===== src/design/assert_macros.svh =====
`ifndef ASSERT_MACROS_SVH
`define ASSERT_MACROS_SVH

// same-cycle implication, sampled on clk, quiet during reset
`define SXF_ASSERT_IMPL(lbl, ante, cons, msg) \
	lbl: assert property (@(posedge clk) disable iff (!arst_n) (ante) |-> (cons)) \
		else $error(msg);

// next-cycle implication, sampled on clk, quiet during reset
`define SXF_ASSERT_NEXT(lbl, ante, cons, msg) \
	lbl: assert property (@(posedge clk) disable iff (!arst_n) (ante) |=> (cons)) \
		else $error(msg);

`endif


===== src/design/sxf_pkg.sv =====
`default_nettype none

package sxf_pkg;

	localparam int ROW_W       = 64;
	localparam int MAX_ADDR_W  = 6;
	localparam int OP_W        = 2;
	localparam int S_TDATA_W   = 32;
	localparam int M_TDATA_W   = 72;
	localparam int QUEUE_DEPTH = 2;

	// operation codes on s_tuser
	localparam logic [OP_W-1:0] OP_CLEAR  = 2'd0;
	localparam logic [OP_W-1:0] OP_DRAW   = 2'd1;
	localparam logic [OP_W-1:0] OP_READ   = 2'd2;
	localparam logic [OP_W-1:0] OP_UNUSED = 2'd3;

	// result kinds on m_tuser
	localparam logic KIND_DRAW = 1'b0;
	localparam logic KIND_READ = 1'b1;

	typedef struct packed {
		logic [OP_W-1:0]       op;
		logic [MAX_ADDR_W-1:0] addr;
		logic [ROW_W-1:0]      mask;
		logic                  last;
	} sxf_cmd_t;

	typedef struct packed {
		logic full;
		logic empty;
	} sxf_qstat_t;

endpackage

`default_nettype wire


===== src/design/sxf_front.sv =====
`default_nettype none

module sxf_front import sxf_pkg::*; #(
	parameter int DISPLAY_WIDTH  = 64,
	parameter int DISPLAY_HEIGHT = 32
) (
	input  wire logic                 clk,
	input  wire logic                 arst_n,
	input  wire logic                 s_tvalid,
	output logic                      s_tready,
	input  wire logic [S_TDATA_W-1:0] s_tdata,
	input  wire logic                 s_tlast,
	input  wire logic [OP_W-1:0]      s_tuser,
	input  wire sxf_qstat_t           qstat,
	output logic                      push,
	output sxf_cmd_t                  cmd
);

	localparam logic [6:0] WIDTH_M  = 7'(DISPLAY_WIDTH);
	localparam logic [6:0] HEIGHT_M = 7'(DISPLAY_HEIGHT);

	logic       accept;
	logic [7:0] x0;
	logic [7:0] y0;
	logic [7:0] sb;
	logic [4:0] sel;
	logic [4:0] cnt_q;
	logic [8:0] xm;
	logic [8:0] ysum;
	logic [8:0] yaddr;
	logic [8:0] raddr;
	logic [6:0] col;
	logic [ROW_W-1:0] mask;

	// remainder by conditional subtraction of m shifted, six narrow steps
	function automatic logic [8:0] reduce(input logic [8:0] v, input logic [6:0] m);
		logic [14:0] r;
		logic [14:0] d;
		r = {6'd0, v};
		for (int k = 5; k >= 0; k--) begin
			d = {8'd0, m} << k;
			if (r >= d)
				r = r - d;
		end
		return r[8:0];
	endfunction

	assign x0  = s_tdata[7:0];
	assign y0  = s_tdata[15:8];
	assign sb  = s_tdata[23:16];
	assign sel = s_tdata[28:24];

	assign s_tready = !qstat.full;
	assign accept   = s_tvalid && s_tready;

	assign xm    = reduce({1'b0, x0}, WIDTH_M);
	assign ysum  = {1'b0, y0} + {4'd0, cnt_q};
	assign yaddr = reduce(ysum, HEIGHT_M);
	assign raddr = reduce({4'd0, sel}, HEIGHT_M);

	// columns of the eight sprite pixels are distinct, so a plain or builds the mask
	always_comb begin
		mask = '0;
		col  = '0;
		for (int c = 0; c < 8; c++) begin
			col = xm[6:0] + 7'(c);
			if (col >= WIDTH_M)
				col = col - WIDTH_M;
			if (sb[3'(7 - c)])
				mask[col[5:0]] = 1'b1;
		end
	end

	assign push = accept && (s_tuser != OP_UNUSED);

	always_comb begin
		cmd.op   = s_tuser;
		cmd.addr = (s_tuser == OP_READ) ? raddr[MAX_ADDR_W-1:0] : yaddr[MAX_ADDR_W-1:0];
		cmd.mask = mask;
		cmd.last = s_tlast;
	end

	// sprite row counter follows accepted draws
	always_ff @(posedge clk or negedge arst_n) begin
		if (!arst_n) begin
			cnt_q <= '0;
		end else if (accept && (s_tuser == OP_DRAW)) begin
			if (s_tlast)
				cnt_q <= '0;
			else
				cnt_q <= cnt_q + 5'd1;
		end
	end

endmodule

`default_nettype wire


===== src/design/sxf_queue.sv =====
`default_nettype none

module sxf_queue import sxf_pkg::*; (
	input  wire logic     clk,
	input  wire logic     arst_n,
	input  wire logic     push,
	input  wire sxf_cmd_t push_cmd,
	input  wire logic     pop,
	output sxf_cmd_t      pop_cmd,
	output sxf_qstat_t    qstat
);

	localparam int PTR_W = $clog2(QUEUE_DEPTH);
	localparam logic [PTR_W-1:0] LAST_PTR = PTR_W'(QUEUE_DEPTH - 1);
	localparam logic [PTR_W:0]   FULL_CNT = (PTR_W + 1)'(QUEUE_DEPTH);

	sxf_cmd_t         ent_q [QUEUE_DEPTH];
	logic [PTR_W-1:0] wr_ptr_q;
	logic [PTR_W-1:0] rd_ptr_q;
	logic [PTR_W:0]   count_q;

	assign qstat.full  = (count_q == FULL_CNT);
	assign qstat.empty = (count_q == '0);
	assign pop_cmd     = ent_q[rd_ptr_q];

	always_ff @(posedge clk) begin
		if (push)
			ent_q[wr_ptr_q] <= push_cmd;
	end

	always_ff @(posedge clk or negedge arst_n) begin
		if (!arst_n) begin
			wr_ptr_q <= '0;
			rd_ptr_q <= '0;
			count_q  <= '0;
		end else begin
			if (push)
				wr_ptr_q <= (wr_ptr_q == LAST_PTR) ? '0 : wr_ptr_q + 1'b1;
			if (pop)
				rd_ptr_q <= (rd_ptr_q == LAST_PTR) ? '0 : rd_ptr_q + 1'b1;
			if (push && !pop)
				count_q <= count_q + 1'b1;
			else if (pop && !push)
				count_q <= count_q - 1'b1;
		end
	end

endmodule

`default_nettype wire


===== src/design/sxf_back.sv =====
`default_nettype none

module sxf_back import sxf_pkg::*; #(
	parameter int DISPLAY_HEIGHT = 32
) (
	input  wire logic        clk,
	input  wire logic        arst_n,
	input  wire sxf_qstat_t  qstat,
	output logic             pop,
	input  wire sxf_cmd_t    cmd,
	output logic             m_tvalid,
	input  wire logic        m_tready,
	output logic [M_TDATA_W-1:0] m_tdata,
	output logic [0:0]       m_tuser
);

	localparam int ADDR_W = $clog2(DISPLAY_HEIGHT);
	localparam int PAD_W  = M_TDATA_W - ROW_W - 1;

	logic [ROW_W-1:0]          mem [DISPLAY_HEIGHT];
	logic [DISPLAY_HEIGHT-1:0] valid_q;
	logic                      collision_q;

	logic                  busy_s1;
	logic [OP_W-1:0]       op_s1;
	logic [ADDR_W-1:0]     addr_s1;
	logic [ROW_W-1:0]      mask_s1;
	logic                  last_s1;
	logic [ROW_W-1:0]      rdata_s1;
	logic                  vld_s1;

	logic                  m_tvalid_q;
	logic [M_TDATA_W-1:0]  m_tdata_q;
	logic                  m_tuser_q;

	logic                  out_free;
	logic [ADDR_W-1:0]     addr;
	logic [ROW_W-1:0]      cur_row;
	logic [ROW_W-1:0]      new_row;
	logic                  hit;
	logic                  is_draw_s1;
	logic                  is_read_s1;
	logic                  emit;
	logic                  res_coll;
	logic [ROW_W-1:0]      res_pix;

	assign out_free = !m_tvalid_q || m_tready;
	// one item in the row memory at a time, and only with room for its result
	assign pop  = !qstat.empty && !busy_s1 && out_free;
	assign addr = cmd.addr[ADDR_W-1:0];

	assign is_draw_s1 = busy_s1 && (op_s1 == OP_DRAW);
	assign is_read_s1 = busy_s1 && (op_s1 == OP_READ);

	assign cur_row = vld_s1 ? rdata_s1 : '0;
	assign hit     = |(cur_row & mask_s1);
	assign new_row = cur_row ^ mask_s1;
	assign emit    = (is_draw_s1 && last_s1) || is_read_s1;

	assign res_coll = is_draw_s1 && (collision_q || hit);
	assign res_pix  = is_read_s1 ? cur_row : '0;

	// row memory: read on issue, write back in the cycle after
	always_ff @(posedge clk) begin
		if (pop)
			rdata_s1 <= mem[addr];
		if (is_draw_s1)
			mem[addr_s1] <= new_row;
	end

	always_ff @(posedge clk) begin
		if (pop) begin
			op_s1   <= cmd.op;
			addr_s1 <= addr;
			mask_s1 <= cmd.mask;
			last_s1 <= cmd.last;
			vld_s1  <= valid_q[addr];
		end
		if (emit) begin
			m_tuser_q <= is_read_s1 ? KIND_READ : KIND_DRAW;
			m_tdata_q <= {PAD_W'(0), res_pix, res_coll};
		end
	end

	always_ff @(posedge clk or negedge arst_n) begin
		if (!arst_n) begin
			busy_s1     <= 1'b0;
			valid_q     <= '0;
			collision_q <= 1'b0;
			m_tvalid_q  <= 1'b0;
		end else begin
			busy_s1 <= pop && (cmd.op != OP_CLEAR);
			if (pop && (cmd.op == OP_CLEAR))
				valid_q <= '0;
			else if (is_draw_s1)
				valid_q[addr_s1] <= 1'b1;
			if (is_draw_s1)
				collision_q <= last_s1 ? 1'b0 : (collision_q || hit);
			if (emit)
				m_tvalid_q <= 1'b1;
			else if (m_tready)
				m_tvalid_q <= 1'b0;
		end
	end

	assign m_tvalid = m_tvalid_q;
	assign m_tdata  = m_tdata_q;
	assign m_tuser  = m_tuser_q;

endmodule

`default_nettype wire


===== src/design/sprite_xor_framebuffer_unit.sv =====
// Monochrome sprite framebuffer with xor drawing and collision reporting. Each input beat
// carries an operation on s_tuser: clear blanks the whole screen, draw xors one 8-pixel
// sprite row (bit 7 leftmost) onto display row (y_coord + sprite row count) at column
// x_coord, both wrapping around the display, and read returns one 64-bit display row
// (bit 0 is column 0). s_tlast marks the last row of a sprite; that beat produces one
// result beat with the collision flag (set if any lit pixel was turned off during the
// sprite) and restarts the row count. Reads produce one result beat; clears, non-final
// draw rows and the unused operation code produce none. A front end classifies beats and
// works out the row address and pixel mask, a two-entry command queue decouples it from a
// back end that owns the row memory. There a draw or read first reads the row memory, then
// xors and writes back or loads the result; a clear is done at issue. The single-port
// read-modify-write holds off the next command until a draw or read is through. Clear works
// through per-row valid bits, so there is no clearing sweep after reset or on a clear.
`default_nettype none

`include "assert_macros.svh"

module sprite_xor_framebuffer_unit import sxf_pkg::*; #(
	parameter int DISPLAY_WIDTH  = 64,
	parameter int DISPLAY_HEIGHT = 32
) (
	input  wire logic                 clk,
	input  wire logic                 arst_n,
	// command beats
	input  wire logic                 s_tvalid,
	output logic                      s_tready,
	input  wire logic [S_TDATA_W-1:0] s_tdata,  // x_coord, y_coord, sprite_byte, row_select
	input  wire logic                 s_tlast,  // last_row
	input  wire logic [OP_W-1:0]      s_tuser,  // operation
	// result beats
	output logic                      m_tvalid,
	input  wire logic                 m_tready,
	output logic [M_TDATA_W-1:0]      m_tdata,  // collision, row_pixels
	output logic [0:0]                m_tuser   // result_kind
);

	// front to queue
	logic       q_push;
	sxf_cmd_t   q_push_cmd;
	// queue to back
	logic       q_pop;
	sxf_cmd_t   q_cmd;
	sxf_qstat_t q_stat;

	// classify beats, track the sprite row, build row address and pixel mask
	sxf_front #(
		.DISPLAY_WIDTH (DISPLAY_WIDTH),
		.DISPLAY_HEIGHT(DISPLAY_HEIGHT)
	) u_front (
		.clk     (clk),
		.arst_n  (arst_n),
		.s_tvalid(s_tvalid),
		.s_tready(s_tready),
		.s_tdata (s_tdata),
		.s_tlast (s_tlast),
		.s_tuser (s_tuser),
		.qstat   (q_stat),
		.push    (q_push),
		.cmd     (q_push_cmd)
	);

	// short command queue so either side can stall alone
	sxf_queue u_queue (
		.clk     (clk),
		.arst_n  (arst_n),
		.push    (q_push),
		.push_cmd(q_push_cmd),
		.pop     (q_pop),
		.pop_cmd (q_cmd),
		.qstat   (q_stat)
	);

	// row memory, read-modify-write, collision flag and result register
	sxf_back #(
		.DISPLAY_HEIGHT(DISPLAY_HEIGHT)
	) u_back (
		.clk     (clk),
		.arst_n  (arst_n),
		.qstat   (q_stat),
		.pop     (q_pop),
		.cmd     (q_cmd),
		.m_tvalid(m_tvalid),
		.m_tready(m_tready),
		.m_tdata (m_tdata),
		.m_tuser (m_tuser)
	);

	`SXF_ASSERT_IMPL(a_no_overflow, q_push, !q_stat.full, "command queue overflow")
	`SXF_ASSERT_IMPL(a_no_underflow, q_pop, !q_stat.empty, "command queue underflow")
	`SXF_ASSERT_NEXT(a_rmw_spacing, q_pop && (q_cmd.op != OP_CLEAR), !q_pop, "row access overlap")
	`SXF_ASSERT_IMPL(a_read_no_coll, m_tvalid && (m_tuser == KIND_READ), !m_tdata[0], "read with collision")
	`SXF_ASSERT_IMPL(a_draw_no_pix, m_tvalid && (m_tuser == KIND_DRAW), m_tdata[ROW_W:1] == '0, "draw with pixels")

endmodule

`default_nettype wire

===== config.mk =====
export PLATFORM = sky130hd
export DESIGN_NAME = sprite_xor_framebuffer_unit
export DESIGN_NICKNAME = d
export VERILOG_FILES = /design/src/design/sxf_pkg.sv /design/src/design/sxf_front.sv /design/src/design/sxf_queue.sv /design/src/design/sxf_back.sv /design/src/design/sprite_xor_framebuffer_unit.sv
export VERILOG_INCLUDE_DIRS = /design/src /design/src/design
export SDC_FILE = /design/constraint.sdc
export NUM_CORES = 2
export LEC_CHECK = 0
export ABC_AREA = 0
export BUFFER_PORTS_ARGS = -buffer_cell sky130_fd_sc_hd__buf_2
export CORE_ASPECT_RATIO = 1.5
export CORE_UTILIZATION = 57
export DETAILED_ROUTE_END_ITERATION = 12
export GPL_TIMING_DRIVEN = 1
export PLACE_DENSITY = 0.84
export SLEW_MARGIN = 20
export SYNTH_ARGS = -nofsm -noshare
export SYNTH_HDL_FRONTEND = slang
export SYNTH_HIERARCHICAL = 1
export SYNTH_SLANG_ARGS = --single-unit

===== constraint.sdc =====
create_clock -name clk -period 10.86 [get_ports clk]
set_clock_uncertainty 0.2 [all_clocks]
set_input_delay 0.543 -clock clk [delete_from_list [all_inputs] [get_ports clk]]
set_output_delay 0.543 -clock clk [all_outputs]
set_load 0.02 [all_outputs]

==> metrics.txt <==
CP startpoint kind=register; placed instance area=98500 um^2; Boundary Pins=114; Hold Crit Class=input pin to register; total power=30.3 mW; Worst-Margin Slew=1.27 ns; aggregate global routing overflow=0; Leakage=34.0 nW; Total GRT Usage=0.328; Period minus WS final=5.14 ns; setup_tns=0 ns; Peak Freq=194 MHz; outcome=complete, no violations; number of hold buffers added after cts=13; WS Path Type=register to register; sequential cell area=73000 um^2; DRT Wirelength=275000 um; Layout area overhead=10.5%; final period utilization=0.474; CTS root buffer=clkbuf_16; Post-Layout Cell Count=7066; First-pass DRT Iterations=8; die area=169000 um^2; post-DP HPWL=139000 um; MaxCap Viol Count=0; area of the multi-input gates=21300 um^2; WL per Instance=38.9 um; GR Util met2=0.533; largest net degree at the start of global routing=145; FILL cells=10048; Pins Over Slew Limit=0; maximum fanout along the worst path=98; final setup violating endpoints=0; design area=105000 um^2; Setup Buffers After CTS=0; Post-route DRC=0; Final Util=0.635; Final Wtd Congestion=0.894; post-route ant nets=0; Synth warnings=6; starting density of the core=0.575; clock slew at reported path FFs=0.07 ns; vias in the first global route=52171; Die H=503 um; layout cells sized above 1=0.230; latest clock arrival within the worst-skew pair=0.87 ns; CTS Buf Count=201; vias per cell=7.27; first-pass GRT wire length=384000 um; TritonCTS clock tree=yes; Worst VDD drop=345 uV; Max-slew headroom=0.157; cell total after placement=6678; Critical Path Sink=u_back/rdata_s1[38]; Syn Area/Cell=21.2 um^2; chip width=336 um; CP Data Required Time=11.22 ns; nets=4790; Crit path arrival time=5.51 ns; Clock Sinks=2439; unrepaired setup endpoints after global routing=no; initial antenna violation count=19; grt met3 use=0.0888; IO buf count=94; DRT iter0 DRCs=8950; clk buf depth=3; cell area after synthesis=95300 um^2; PD cells=288 nW/um^2; R2R Path End=u_back/rdata_s1[38]; Reg2Reg Setup Slack=5.72 ns; FF-to-FF Start=u_queue/rd_ptr_q; met1 Usage GRT=0.392; total number of vias=51380; site row count=183; core area=166000 um^2; CTS resizes=0; Setup crit start=u_queue/rd_ptr_q; CTS H-Tree Depth=4; Top Usage Layer GRT=met2; Reg2Reg Depth=7; Mapped Cells=4503; Setup crit end kind=register; Hold Fails Final Rpt=0
==> report_power, final <==
| part | switching [mW] | leakage [nW] | total, mW | internal, mW |
|---|---|---|---|---|
| clock network | 3.44 | 3.21 | 7.47 | 4.02 |
| logic | 6.11 | 8.25 | 8.80 | 2.69 |
| registers | 0.356 | 22.5 | 14.0 | 13.7 |
==> layout make-up <==
| class | count | share of cell area |
|---|---|---|
| clock inverter | 109 | 0.0125 |
| inverter | 10 | 0.000380 |
| timing repair buffer | 223 | 0.0148 |
| antenna | 3 | 0.0000713 |
| sequential | 2439 | 0.693 |
| multi-input combinational | 1800 | 0.202 |
| tap | 2220 | 0.0264 |
| clock buffer | 262 | 0.0506 |
==> metal layers <==
metal	wire (um)	up-vias	share of wire
met5	141	-	0.00051
met4	21200	18	0.077
met3	38300	1297	0.14
met2	132000	5050	0.48
met1	83400	25785	0.30
li1	-	19230	-
==> critical path: stages, from the launching register on <==
cell,delay (ns)
dfrtp_4,0.77
mux2_8,0.67
buf_4,0.87
buf_12,0.65
mux4_2,0.64
a22o_1,0.25
a221oi_1,0.28
a221oi_1,0.16
==> registers in the layout, summed over array words and instances, names as in the netlist <==
register	cells
u_back/m_tuser	1
u_back/rdata_s1	64
u_back/valid_q	32
u_back/last_s1	1
u_queue/wr_ptr_q	1
u_queue/ent_q	144
u_back/mem	2048
u_back/mask_s1	64
u_back/vld_s1	1
u_back/collision_q	1
u_front/cnt_q	5
u_back/op_s1	2
u_queue/count_q	2
u_queue/rd_ptr_q	1
u_back/busy_s1	1
u_back/addr_s1	5
u_back/m_tvalid	1
u_back/m_tdata	65
==> stage by stage <==
step,setup WS (ns),hold WS [ns]
6_report,5.72,0.109
4_1_cts,5.60,0.0239
5_1_grt,5.35,0.0972
3_5_place_dp,5.73,0.279
3_3_place_gp,5.75,0.268
2_1_floorplan,3.41,0.0474
==> cell usage in the layout, fill, tap and decap left out, drive strengths merged, types with 14 or more instances in the layout <==
master,count
edfxtp,2395
mux4,477
clkbuf,262
buf,210
mux2i,141
and2,134
o221ai,109
a22oi,102
nand2,99
nor2,79
mux2,76
ha,75
clkinv,73
a21oi,61
a221oi,58
o21ai,52
dfrtp,44
o21a,34
or2,30
o211ai,27
a22o,24
o22ai,24
nand3,24
bufinv,22
nor4,21
nor3,19
a32o,17
inv,17
nand2b,14
==> worst min-delay path by stage <==
stage / from / endpoint / cells past startpoint
finish: s_tdata[16] / u_queue/ent_q[1][45] / 3
global route: s_tdata[16] / u_queue/ent_q[1][45] / 3
CTS: s_tdata[16] / u_queue/ent_q[1][45] / 3
detailed placement: u_back/valid_q[10] / u_back/valid_q[10] / 1
global placement: u_back/valid_q[13] / u_back/valid_q[13] / 1
floorplan: arst_n / u_back/busy_s1 / 0
Note: power is estimated with default switching activity, not from simulation.
